===== src/rtl/pcode_stack_machine_execute_top_defines.svh =====
// Assertion macros of the p-code machine RTL, used by its top level
`ifndef PCODE_STACK_MACHINE_EXECUTE_TOP_DEFINES_SVH
`define PCODE_STACK_MACHINE_EXECUTE_TOP_DEFINES_SVH
`ifndef ASSERT_OFF
`define PCSM_ASSERT(label, clk, rst, prop) \
   label: assert property (@(posedge clk) disable iff (rst) prop) \
      else $error("pcsm assertion failed");
`define PCSM_NEVER(label, clk, rst, expr) \
   label: assert property (@(posedge clk) disable iff (rst) !(expr)) \
      else $error("pcsm forbidden condition");
`else
`define PCSM_ASSERT(label, clk, rst, prop)
`define PCSM_NEVER(label, clk, rst, expr)
`endif
`endif


===== src/rtl/pcsm_pkg.sv =====
// Types, constants and helpers of the p-code stack machine
`timescale 1ns / 1ps
package pcsm_pkg;
   localparam int STACK_DEPTH = 2048;
   localparam int STACK_AW    = $clog2(STACK_DEPTH);
   localparam int PC_WIDTH    = 16;
   localparam int WORD_W      = 32;
   localparam int ADDR_W      = WORD_W + 2;

   typedef logic signed [ADDR_W-1:0] addr_type;
   typedef logic [WORD_W-1:0]        word_type;

   localparam addr_type PC_LIMIT = addr_type'(1) <<< PC_WIDTH;
   localparam logic [15:0] LEN_RESET = 16'd1024;
   localparam logic [7:0] GLOBAL_LEVEL = 8'd255;

   localparam logic [7:0] OP_LIT = 8'd0;
   localparam logic [7:0] OP_OPR = 8'd1;
   localparam logic [7:0] OP_LOD = 8'd2;
   localparam logic [7:0] OP_STO = 8'd3;
   localparam logic [7:0] OP_CAL = 8'd4;
   localparam logic [7:0] OP_INT = 8'd5;
   localparam logic [7:0] OP_JMP = 8'd6;
   localparam logic [7:0] OP_JPC = 8'd7;
   localparam logic [7:0] OP_STA = 8'd8;
   localparam logic [7:0] OP_LDA = 8'd9;

   localparam logic signed [WORD_W-1:0] OPR_RET = 32'sd0;
   localparam logic signed [WORD_W-1:0] OPR_NEG = 32'sd1;
   localparam logic signed [WORD_W-1:0] OPR_ADD = 32'sd2;
   localparam logic signed [WORD_W-1:0] OPR_SUB = 32'sd3;
   localparam logic signed [WORD_W-1:0] OPR_MUL = 32'sd4;
   localparam logic signed [WORD_W-1:0] OPR_DIV = 32'sd5;
   localparam logic signed [WORD_W-1:0] OPR_ODD = 32'sd6;
   localparam logic signed [WORD_W-1:0] OPR_EQ  = 32'sd8;
   localparam logic signed [WORD_W-1:0] OPR_NE  = 32'sd9;
   localparam logic signed [WORD_W-1:0] OPR_LT  = 32'sd10;
   localparam logic signed [WORD_W-1:0] OPR_GE  = 32'sd11;
   localparam logic signed [WORD_W-1:0] OPR_GT  = 32'sd12;
   localparam logic signed [WORD_W-1:0] OPR_LE  = 32'sd13;

   localparam logic signed [WORD_W-1:0] BI_PRINT   = 32'sh00FFFFFF;
   localparam logic signed [WORD_W-1:0] BI_PRINTLN = 32'sh01000000;
   localparam logic signed [WORD_W-1:0] BI_SCAN    = 32'sh01000003;

   localparam logic [2:0] ST_RUN     = 3'd0;
   localparam logic [2:0] ST_HALT    = 3'd1;
   localparam logic [2:0] ST_BADOP   = 3'd2;
   localparam logic [2:0] ST_PCRANGE = 3'd3;
   localparam logic [2:0] ST_STACK   = 3'd4;
   localparam logic [2:0] ST_DIVZERO = 3'd5;

   typedef enum logic [3:0] {
      S_CLEAR, S_IDLE, S_DECODE, S_READ, S_READ_WAIT, S_WALK_INIT, S_WALK,
      S_WALK_WAIT, S_IND, S_IND_WAIT, S_EXEC, S_DIV, S_CHECK, S_WRITE, S_RESP
   } state_type;

   typedef struct packed {
      logic       clear;
      logic       load;
      logic       skip;
      logic       rd_issue;
      logic       rd_cap;
      logic       walk_init;
      logic       walk_issue;
      logic       walk_cap;
      logic       ind_issue;
      logic       ind_cap;
      logic       exec;
      logic       div_start;
      logic       div_cap;
      logic       check;
      logic       wr;
      logic [1:0] idx;
   } cmd_type;

   typedef struct packed {
      logic       clear_done;
      logic [1:0] n_reads;
      logic [1:0] n_writes;
      logic       walk_done;
      logic       need_ind;
      logic       is_div;
      logic       div_done;
      logic       fault;
      logic       halt;
   } stat_type;

   function automatic logic in_stack(addr_type a);
      return (a >= 0) && (a < addr_type'(STACK_DEPTH));
   endfunction

   function automatic addr_type sext(word_type w);
      return addr_type'($signed(w));
   endfunction
endpackage


===== src/rtl/pcsm_ctrl.sv =====
// Sequencer of the p-code machine: clear, reads, level walk, indirect load, execute, divide, check, writes
`timescale 1ns / 1ps
module pcsm_ctrl import pcsm_pkg::*; (
   input  logic     clock,
   input  logic     reset,
   input  logic     req_valid,
   output logic     req_stall,
   output logic     rsp_valid,
   input  logic     rsp_stall,
   input  stat_type stat,
   output cmd_type  cmd
);
   state_type  state_ff, state_in;
   logic [1:0] cnt_ff, cnt_in;
   logic       stopped_ff, stopped_in;

   always_ff @(posedge clock) begin
      if (reset) begin
         state_ff   <= S_CLEAR;
         cnt_ff     <= '0;
         stopped_ff <= 1'b0;
      end else begin
         state_ff   <= state_in;
         cnt_ff     <= cnt_in;
         stopped_ff <= stopped_in;
      end
   end

   always_comb begin
      cmd        = '0;
      cmd.idx    = cnt_ff;
      state_in   = state_ff;
      cnt_in     = cnt_ff;
      stopped_in = stopped_ff;
      req_stall  = 1'b1;
      rsp_valid  = 1'b0;
      case (state_ff)
         S_CLEAR: begin
            cmd.clear = 1'b1;
            if (stat.clear_done) state_in = S_IDLE;
         end
         S_IDLE: begin
            req_stall = 1'b0;
            if (req_valid) begin
               if (stopped_ff) begin
                  cmd.skip = 1'b1;
                  state_in = S_RESP;
               end else begin
                  cmd.load = 1'b1;
                  state_in = S_DECODE;
               end
            end
         end
         S_DECODE: begin
            cnt_in   = '0;
            state_in = (stat.n_reads != 2'd0) ? S_READ : S_WALK_INIT;
         end
         S_READ: begin
            cmd.rd_issue = 1'b1;
            state_in     = S_READ_WAIT;
         end
         S_READ_WAIT: begin
            cmd.rd_cap = 1'b1;
            if (2'(cnt_ff + 2'd1) == stat.n_reads) begin
               state_in = S_WALK_INIT;
            end else begin
               cnt_in   = 2'(cnt_ff + 2'd1);
               state_in = S_READ;
            end
         end
         S_WALK_INIT: begin
            cmd.walk_init = 1'b1;
            state_in      = S_WALK;
         end
         S_WALK: begin
            if (stat.walk_done) begin
               state_in = stat.need_ind ? S_IND : S_EXEC;
            end else begin
               cmd.walk_issue = 1'b1;
               state_in       = S_WALK_WAIT;
            end
         end
         S_WALK_WAIT: begin
            cmd.walk_cap = 1'b1;
            state_in     = S_WALK;
         end
         S_IND: begin
            cmd.ind_issue = 1'b1;
            state_in      = S_IND_WAIT;
         end
         S_IND_WAIT: begin
            cmd.ind_cap = 1'b1;
            state_in    = S_EXEC;
         end
         S_EXEC: begin
            cmd.exec = 1'b1;
            if (stat.is_div) begin
               cmd.div_start = 1'b1;
               state_in      = S_DIV;
            end else begin
               state_in = S_CHECK;
            end
         end
         S_DIV: begin
            if (stat.div_done) begin
               cmd.div_cap = 1'b1;
               state_in    = S_CHECK;
            end
         end
         S_CHECK: begin
            cmd.check = 1'b1;
            cnt_in    = '0;
            if (stat.fault || stat.halt) stopped_in = 1'b1;
            state_in = (!stat.fault && stat.n_writes != 2'd0) ? S_WRITE : S_RESP;
         end
         S_WRITE: begin
            cmd.wr = 1'b1;
            if (2'(cnt_ff + 2'd1) == stat.n_writes) begin
               state_in = S_RESP;
            end else begin
               cnt_in = 2'(cnt_ff + 2'd1);
            end
         end
         S_RESP: begin
            rsp_valid = 1'b1;
            if (!rsp_stall) state_in = S_IDLE;
         end
         default: state_in = S_IDLE;
      endcase
   end
endmodule


===== config.mk =====
export PLATFORM = sky130hd
export DESIGN_NAME = pcsm_ctrl
export DESIGN_NICKNAME = d
export VERILOG_FILES = /design/src/rtl/pcode_stack_machine_execute_top_defines.svh /design/src/rtl/pcsm_pkg.sv /design/src/rtl/pcsm_ctrl.sv
export SDC_FILE = /design/constraint.sdc
export NUM_CORES = 1
export LEC_CHECK = 0
export ABC_CLOCK_PERIOD_IN_PS = 1900
export BUFFER_PORTS_ARGS = -buffer_cell sky130_fd_sc_hd__buf_4
export CAP_MARGIN = 40
export CORE_ASPECT_RATIO = 0.8
export CORE_MARGIN = 10
export CORE_UTILIZATION = 47
export DETAILED_ROUTE_END_ITERATION = 12
export PLACE_DENSITY = 0.79
export SLEW_MARGIN = 20
export SYNTH_ARGS = -nofsm -noshare
export SYNTH_HDL_FRONTEND = slang
export SYNTH_SLANG_ARGS = --single-unit
export TNS_END_PERCENT = 50

===== constraint.sdc =====
create_clock -name clock -period 1.9 [get_ports clock]
set_clock_uncertainty 0.1 [all_clocks]
set_input_delay 0 -clock clock [delete_from_list [all_inputs] [get_ports clock]]
set_output_delay 0 -clock clock [all_outputs]
set_load 0.03 [all_outputs]

==> results of run 1 <==
## repair_timing
item                                    in CTS  in global routing
gates resized for setup                      0                  5
hold buffers                                 2                  0
endpoints found under the hold margin        6                  0
endpoints found under the setup margin       0                 11
## kinds of logic after synthesis
family | Yosys count | synth area share (%)
AOI/OAI and AO/OA | 30 | 25.62
xor gates and xnor gates | 2 | 3.068
muxes | 3 | 3.681
and+or+nand+nor | 61 | 42.49
DFF | 7 | 17.18
buffers and inverters | 13 | 7.974
## critical path, stage by stage, from the launching register on
cell and delay [ps]:
dfxtp_2 360, xnor2_1 240, mux2i_2 350, o22ai_1 180, and4b_1 230, a311o_1 260
## placed cells by master (no fill, tap or decap), drive strengths merged, types with 2 or more instances in the layout
| master | n |
|---|---|
| buf | 41 |
| nor2 | 14 |
| a21oi | 12 |
| nand2b | 8 |
| nand2 | 8 |
| nor3 | 8 |
| dfxtp | 7 |
| nor2b | 5 |
| nand3b | 5 |
| inv | 4 |
| o21ai | 4 |
| clkbuf | 3 |
| mux2i | 3 |
| nand3 | 2 |
| o41ai | 2 |
| dlygate4sd3 | 2 |
| xnor2 | 2 |
| or4 | 2 |
| nor4b | 2 |
## worst max-delay path by stage
stage	startpoint	to	slack [ps]	depth (start not counted)
2_1_floorplan	state_ff[1]	stopped_ff	-50	5
3_3_place_gp	cnt_ff[1]	cnt_ff[1]	100	5
3_5_place_dp	cnt_ff[1]	cnt_ff[1]	10	5
4_1_cts	cnt_ff[1]	cnt_ff[1]	3	5
5_1_grt	cnt_ff[1]	cnt_ff[1]	4	5
6_report	cnt_ff[1]	cnt_ff[1]	70	5
## metrics by stage
stage | setup WS (ps) | area, µm² | utilization, %
global route | 4.264 | 1169 | 71.13
CTS | 3.014 | 1160 | 70.60
global placement | 96.73 | 1112 | 67.71
detailed placement | 12.07 | 1112 | 67.71
finish | 73.64 | 1169 | 71.13
floorplan | -51.53 | 827.0 | -
## layer usage
| metal | up-vias | routed length, µm |
|---|---|---|
| li1 | 500 | - |
| met1 | 460 | 1130 |
| met3 | 13 | 252 |
| met5 | - | 0 |
| met4 | 0 | 59 |
| met2 | 49 | 1347 |
## registers in the layout, summed over array words and instances (netlist names)
name / count
state_ff: 4
cnt_ff: 2
stopped_ff: 1
## cell type report
type                            instances  area, µm²  share of cell area [%]
Multi-Input combinational cell         96      625.6                   53.53
Timing Repair Buffer                   43      327.8                   28.05
Sequential cell                         7      145.1                   12.42
Tap cell                               22      27.53                   2.355
Clock buffer                            3      22.52                   1.927
Inverter                                4      15.01                   1.285
Clock inverter                          1      5.005                  0.4283
## cell usage after synthesis, types with 2 or more instances
cell type,instances,area share (%)
nand3_1,2,1.2
nand2b_1,8,6.1
o21ai_0,3,1.8
nand2_1,8,3.7
inv_1,4,1.8
a21oi_1,11,6.7
nor2b_1,5,3.8
nor3_1,8,4.9
nor2_1,14,6.4
buf_2,7,4.3
dfxtp_1,7,17
o41ai_1,2,2.1
nand3b_1,5,4.6
mux2i_1,3,3.7
## power by group through the flow
| stage | sequential [µW] | combinational [µW] | clock [µW] |
|---|---|---|---|
| floorplan | 246 | 633 | 0 |
| finish | 300 | 854 | 149 |
| global route | 315 | 923 | 149 |
| global placement | 287 | 816 | 0 |
| detailed placement | 294 | 833 | 0 |
| CTS | 292 | 842 | 143 |
==> impl_metrics.tcl, run 1 <==
set metrics [dict create \
    outcome "complete, no violations" \
    path_clk_slew_ps 60 \
    drive_gt1_share_pct 37.66 \
    grt_pass1_vias 988 \
    pin_count 34 \
    hold_class "input pin to flop" \
    hold-worst-slack_ps 22.92 \
    rrSetupSlack_ps 70 \
    maxCapViolations 0 \
    crit_fanout 6 \
    area_growth_syn_to_layout_pct 43.25 \
    worstSetupStartpointType "flop" \
    use_met3_pct 3.509 \
    arrival_ps 1890 \
    drt-initial-drc-count 64 \
    tightest_slew_ps 493.0 \
    cts.sinks 7 \
    p_leak_uw 0.0004799 \
    min_to "stopped_ff" \
    dp_cells 170 \
    switching_share_pct 50.68 \
    tns_ps 0 \
    final_nets 170 \
    drc 0 \
    async_flop_share_pct 0 \
    worstPathRequired_ps 1960 \
    postRouteAntennaNets 0 \
    initial_utilization_pct 49.66 \
    fillerInstances 140 \
    p_seq_share_pct 23.0 \
    cts_buffers 3 \
    synth_enable_flop_cells 0 \
    synth_cells 116 \
    antenna_found_initial 0 \
    timing.rr.start "cnt_ff[1]" \
    cts_tree "done" \
    worst_ir_drop_vdd_mv 0.7719 \
    endpoint_kind "flop" \
    syn_nets 131 \
    clockPowerShare_pct 11.4 \
    dr.pass1.iters 4 \
    syn-cell-area_um2 815.8 \
    hold_violations 0 \
    port_buffers 33 \
    avgSynthCellArea_um2 7.033 \
    wl_per_cell_um 15.85 \
    hold_path_depth 3 \
    rsz0062_at_grt "no" \
    die_w_um 66.58 \
    yosysUniqueCellTypes 43 \
    seq_area_frac_synth_pct 17.18 \
    grtUsageMet1_pct 16.85 \
    vias_per_cell 5.807 \
    critPathKind "flop to flop" \
    grtUsageTotal_pct 14.06 \
    instances_no_fill 176 \
    root_buffer "clkbuf_4" \
    timing.rr.end "cnt_ff[1]" \
    post-cts-setup-buffer-count 0 \
    gr-total-overflow 0 \
    cellPowerDensity_nw_per_um2 1115 \
    clk_latency_ps 270 \
    die_y_um 57.27 \
    slew_headroom_pct 66.29 \
    yosysWarnings 0 \
    power_uw 1304 \
    power.internal_uw 642.9 \
    slew_viol_final 0 \
    die-area_um2 3813 \
    cts_max_level 1 \
    r2r_cells 5 \
    grt_pass1_wl_um 4450 \
    busiest_layer "met2" \
    gp_congestion 0.9543 \
    drt-total-wl_um 2790 \
    fin_crit_ps 1826 \
    rows 13 \
    hp-start "stat[1]" \
    combPwrFrac_pct 65.6 \
    setup_viol 0 \
    hpwl_um 2160 \
    num_antenna_cells 0 \
    grtUsageMet2_pct 23.78 \
    max_freq_mhz 547.5 \
    net-switching-power_uw 660.7 \
    synthFlopType "dfxtp_1" \
    clockBufferDepth 2 \
    core_area_um2 1643 \
    synth-seq-cells 7 \
    period_share_pct 96.12 \
    via_count 1022 \
    grt_max_degree 17 \
]
(Power assumes the default switching activity.)
==> inputs of run 2 (changes only) <==
--- a/config.mk
+++ b/config.mk
@@ -8,7 +8,6 @@
 export ABC_CLOCK_PERIOD_IN_PS = 1900
 export BUFFER_PORTS_ARGS = -buffer_cell sky130_fd_sc_hd__buf_4
 export CAP_MARGIN = 40
-export CORE_ASPECT_RATIO = 0.8
 export CORE_MARGIN = 10
 export CORE_UTILIZATION = 47
 export DETAILED_ROUTE_END_ITERATION = 12
==> impl_metrics.tcl, run 2 (synthesis gave the netlist of run 1 again) <==
set metrics [dict create \
    outcome "complete, no violations" \
    antenna_found_initial 0 \
    crit_fanout 6 \
    r2r_cells 5 \
    worstPathRequired_ps 1950 \
    min_to "stopped_ff" \
    rows 14 \
    worstSetupStartpointType "flop" \
    cts_buffers 3 \
    final_common_cell "buf_4" \
    grt_pass1_wl_um 4215 \
    port_buffers 33 \
    period_share_pct 95.91 \
    clockBufferDepth 2 \
    switching_share_pct 49.63 \
    timing.rr.start "cnt_ff[1]" \
    via_count 1035 \
    initial_utilization_pct 51.75 \
    drt-initial-drc-count 50 \
    grt_pass1_vias 929 \
    drc 0 \
    hp-start "stat[0]" \
    postRouteAntennaNets 0 \
    maxCapViolations 0 \
    cp_slowest_cell "dfxtp_1" \
    cellPowerDensity_nw_per_um2 1138 \
    path_cells "xnor2_1 -> mux2i_2 -> o22ai_1 -> and4b_1 -> a311o_1" \
    max_freq_mhz 548.8 \
    clk_latency_ps 260 \
    drive_gt1_share_pct 36.18 \
    cts.sinks 7 \
    clockPowerShare_pct 10.9 \
    slew_headroom_pct 71.47 \
    largest_reg_flops 4 \
    reg_top3 "state_ff: 4 flops, cnt_ff: 2 flops, stopped_ff: 1 flops" \
    gr-total-overflow 0 \
    layout_common_cells "buf_4, nor2_1, a21oi_1" \
    core_area_um2 1577 \
    seq_area_um2 143.9 \
    instances_no_fill 168 \
    cts_max_level 1 \
    gp_congestion 0.8741 \
    top_register "state_ff" \
    hold_class "input pin to flop" \
    num_antenna_cells 0 \
    endpoint_kind "flop" \
    vias_per_cell 6.161 \
    die-area_um2 3802 \
    p_leak_uw 0.0004683 \
    die_w_um 61.66 \
    dp_cells 163 \
    critPathKind "flop to flop" \
    power.internal_uw 654.7 \
    hpwl_um 2154 \
    cts_tree "done" \
    p_seq_share_pct 22.0 \
    root_buffer "clkbuf_4" \
    crit_start "cnt_ff[1]" \
    net-switching-power_uw 644.9 \
    rrSetupSlack_ps 80 \
    dr.pass1.iters 4 \
    combPwrFrac_pct 67.1 \
    die_y_um 61.66 \
    arrival_ps 1870 \
    setup_viol 0 \
    tightest_slew_ps 426.9 \
    hold_violations 0 \
    fin_crit_ps 1822 \
    final_nets 168 \
    slew_viol_final 0 \
    wl_per_cell_um 16.38 \
    grtUsageTotal_pct 14.36 \
    tns_ps 0 \
    hold_path_depth 3 \
    multi_input_area_um2 626.9 \
    rsz0062_at_grt "no" \
    fillerInstances 131 \
    area_growth_syn_to_layout_pct 40.03 \
    slowest_delay_ps 470 \
    grt_max_degree 18 \
    pin_count 34 \
    drt-total-wl_um 2752 \
    path_clk_slew_ps 60 \
    timing.rr.end "cnt_ff[1]" \
    worst_ir_drop_vdd_mv 0.7369 \
]
-- run 2: worst max-delay path, delay by kind of cell, from the launching register on --
family,cells,cell delay (ps)
mux,1,310
simple gates,1,210
compound gates,2,420
xor+xnor,1,190
flops,1,470
-- run 2: repair_timing --
action                                 in CTS  in global routing
setup endpoints to repair                   2                  7
hold buffers                                1                  0
endpoints found under the hold margin       6                  0
buffers inserted                            0                  0
gates resized for setup                     1                  4
-- run 2: layout make-up --
| type | count | share of cell area, % |
|---|---|---|
| clock buffer | 4 | 2.300 |
| timing repair buffer | 41 | 27.16 |
| sequential | 7 | 12.60 |
| tap | 16 | 1.752 |
| multi-input combinational | 96 | 54.87 |
| inverter | 4 | 1.314 |
-- run 2: routing by layer --
metal  wire, µm  up-vias  part of all wire (%)  track usage [%]
met2       1264       61                    46            21.52
li1           -      499                     -                -
met3        346        6                    13            7.202
met1       1100      469                    40            17.59
met4         41        0                   1.5            4.140
met5          0        -                     0                0
-- run 2: worst max-delay path by stage --
stage / cells after the start / slack, ps / to
4_1_cts: 5 / 40 / state_ff[0]
5_1_grt: 5 / 20 / cnt_ff[1]
2_1_floorplan: 5 / -50 / stopped_ff
3_5_place_dp: 5 / 30 / stopped_ff
6_report: 5 / 80 / cnt_ff[1]
3_3_place_gp: 5 / 120 / cnt_ff[1]
-- run 2: power by group through the flow --
stage                     Combinational [µW]  Clock, µW  Sequential (µW)
final                                    872        142              286
after global routing                     941        154              297
after CTS                                859        145              279
after detailed placement                 847          0              281
after global placement                   837          0              276
after floorplan                          633          0              246
-- run 2: stage by stage --
stage                     power, µW  instance area, µm²  hold slack [ps]  util [%]  worst slack, ps
final                          1300                1142            33.20     72.46            77.70
after global routing           1392                1142            78.61     72.46            17.72
after CTS                      1283                1135            39.61     71.98            35.02
after detailed placement       1128                1097            140.5     69.60            33.90
after global placement         1113                1097            136.3     69.60            116.9
after floorplan               878.3               827.0            22.21         -           -51.53
==> inputs of run 3 (changes only) <==
--- a/config.mk
+++ b/config.mk
@@ -12,6 +12,7 @@
 export CORE_UTILIZATION = 47
 export DETAILED_ROUTE_END_ITERATION = 12
 export PLACE_DENSITY = 0.79
+export SETUP_SLACK_MARGIN = 0.2
 export SLEW_MARGIN = 20
 export SYNTH_ARGS = -nofsm -noshare
 export SYNTH_HDL_FRONTEND = slang
==> impl_metrics.tcl, run 3 (synthesis gave the netlist of run 1 again) <==
set metrics [dict create \
    cts_tree "done" \
    vias_per_cell 6.195 \
    postRouteAntennaNets 0 \
    crit_fanout 6 \
    grt_pass1_vias 986 \
    cts.sinks 7 \
    grtUsageTotal_pct 16.51 \
    cellPowerDensity_nw_per_um2 1171 \
    top_register "state_ff" \
    clockBufferDepth 2 \
    drive_gt1_share_pct 48.10 \
    hold_class "input pin to flop" \
    root_buffer "clkbuf_4" \
    outcome "complete, no violations" \
    fin_crit_ps 1667 \
    cts_buffers 3 \
    layout_common_cells "buf_4, nor2_1, a21oi_1" \
    max_freq_mhz 599.9 \
    slew_headroom_pct 69.44 \
    core_area_um2 1577 \
    final_nets 174 \
    wl_per_cell_um 18.61 \
    endpoint_kind "flop" \
    die-area_um2 3802 \
    clk_latency_ps 270 \
    drt-initial-drc-count 66 \
    grt_pass1_wl_um 4747 \
    p_leak_uw 0.0005277 \
    gp_congestion 0.8680 \
    slew_viol_final 0 \
    period_share_pct 87.73 \
    final_common_cell "buf_4" \
    antenna_found_initial 0 \
    die_w_um 61.66 \
    rsz0062_at_grt "yes" \
    reg_top3 "state_ff: 4 flops, cnt_ff: 2 flops, stopped_ff: 1 flops" \
    drc 0 \
    maxCapViolations 0 \
    pin_count 34 \
    setup_viol 0 \
    tightest_slew_ps 457.2 \
    grt_max_degree 11 \
    drt-total-wl_um 3238 \
    largest_reg_flops 4 \
    via_count 1078 \
    tns_ps 0 \
    hold_violations 0 \
    dr.pass1.iters 4 \
    rows 14 \
    die_y_um 61.66 \
    cts_max_level 1 \
    hold-worst-slack_ps 31.68 \
    initial_utilization_pct 51.75 \
    critPathKind "flop to flop" \
    path_clk_slew_ps 60 \
    arrival_ps 1720 \
    hpwl_um 2327 \
    port_buffers 33 \
    area_growth_syn_to_layout_pct 56.75 \
    worstPathRequired_ps 1960 \
    gr-total-overflow 0 \
    worst_ir_drop_vdd_mv 0.7781 \
    worstSetupStartpointType "flop" \
    num_antenna_cells 0 \
]
[run 3: cell types whose count changed in the layout (fill, tap and decap cells not counted), sizes merged]
cell	before	now
buf	40	46
clkbuf	4	3
clkinv	0	1
[run 3: critical path, stage by stage (launching register included)]
cell and delay (ps):
dfxtp_4 390, xnor2_4 190, mux2i_1 280, o22ai_2 130, and4b_1 210, a311o_1 260
[run 3: cell type report]
cell class | count | area (µm²)
inverters | 4 | 15.01
fillers | 108 | 297.8
well taps | 16 | 20.02
multi-input cells | 96 | 703.2
flip-flops and latches | 7 | 157.7
clock inverters | 1 | 5.005
repair buffers | 47 | 355.3
clock buffers | 3 | 22.52
[run 3: per-stage QoR]
step / worst slack, ps / std cells / utilization (%) / power [µW] / instance area (µm²)
6_report: 233.1 / 174 / 81.11 / 1497 / 1279
4_1_cts: 201.4 / 174 / 77.22 / 1390 / 1217
3_3_place_gp: 137.7 / 163 / 69.92 / 1121 / 1102
5_1_grt: 177.5 / 174 / 81.11 / 1581 / 1279
3_5_place_dp: 68.68 / 163 / 69.92 / 1151 / 1102
2_1_floorplan: 65.18 / 116 / - / 881.6 / 832.0
[run 3: path summary, 6_finish.rpt]
check                   from    endpoint  slack, ps  depth (start not counted)
hold reg to reg   stopped_ff  stopped_ff        410                          2
setup / recovery   cnt_ff[1]   cnt_ff[1]        230                          5
hold / removal       stat[0]  stopped_ff         30                          3
setup reg to reg   cnt_ff[1]   cnt_ff[1]        230                          5
[run 3: report_power, final]
| group | leakage (µW) | switching, µW | internal, µW | total, µW |
|---|---|---|---|---|
| Sequential | 0.0000608 | 95.3 | 197 | 293 |
| Clock | 0.0000177 | 70.2 | 77.8 | 148 |
| Combinational | 0.000449 | 583 | 473 | 1060 |
[run 3: timing repair]
item,in CTS,in global routing
pin swaps,3,3
gates resized for setup,12,12
endpoints found under the hold margin,6,0
endpoints found under the setup margin,14,5
setup buffers,6,0
hold buffers,1,0
[run 3: routing by layer]
metal | global-route usage, % | up-vias | wire, µm
li1 | - | 512 | -
met1 | 18.87 | 495 | 1295
met2 | 26.79 | 59 | 1524
met3 | 5.761 | 12 | 306
met4 | 7.962 | 0 | 111
met5 | 0 | - | 0
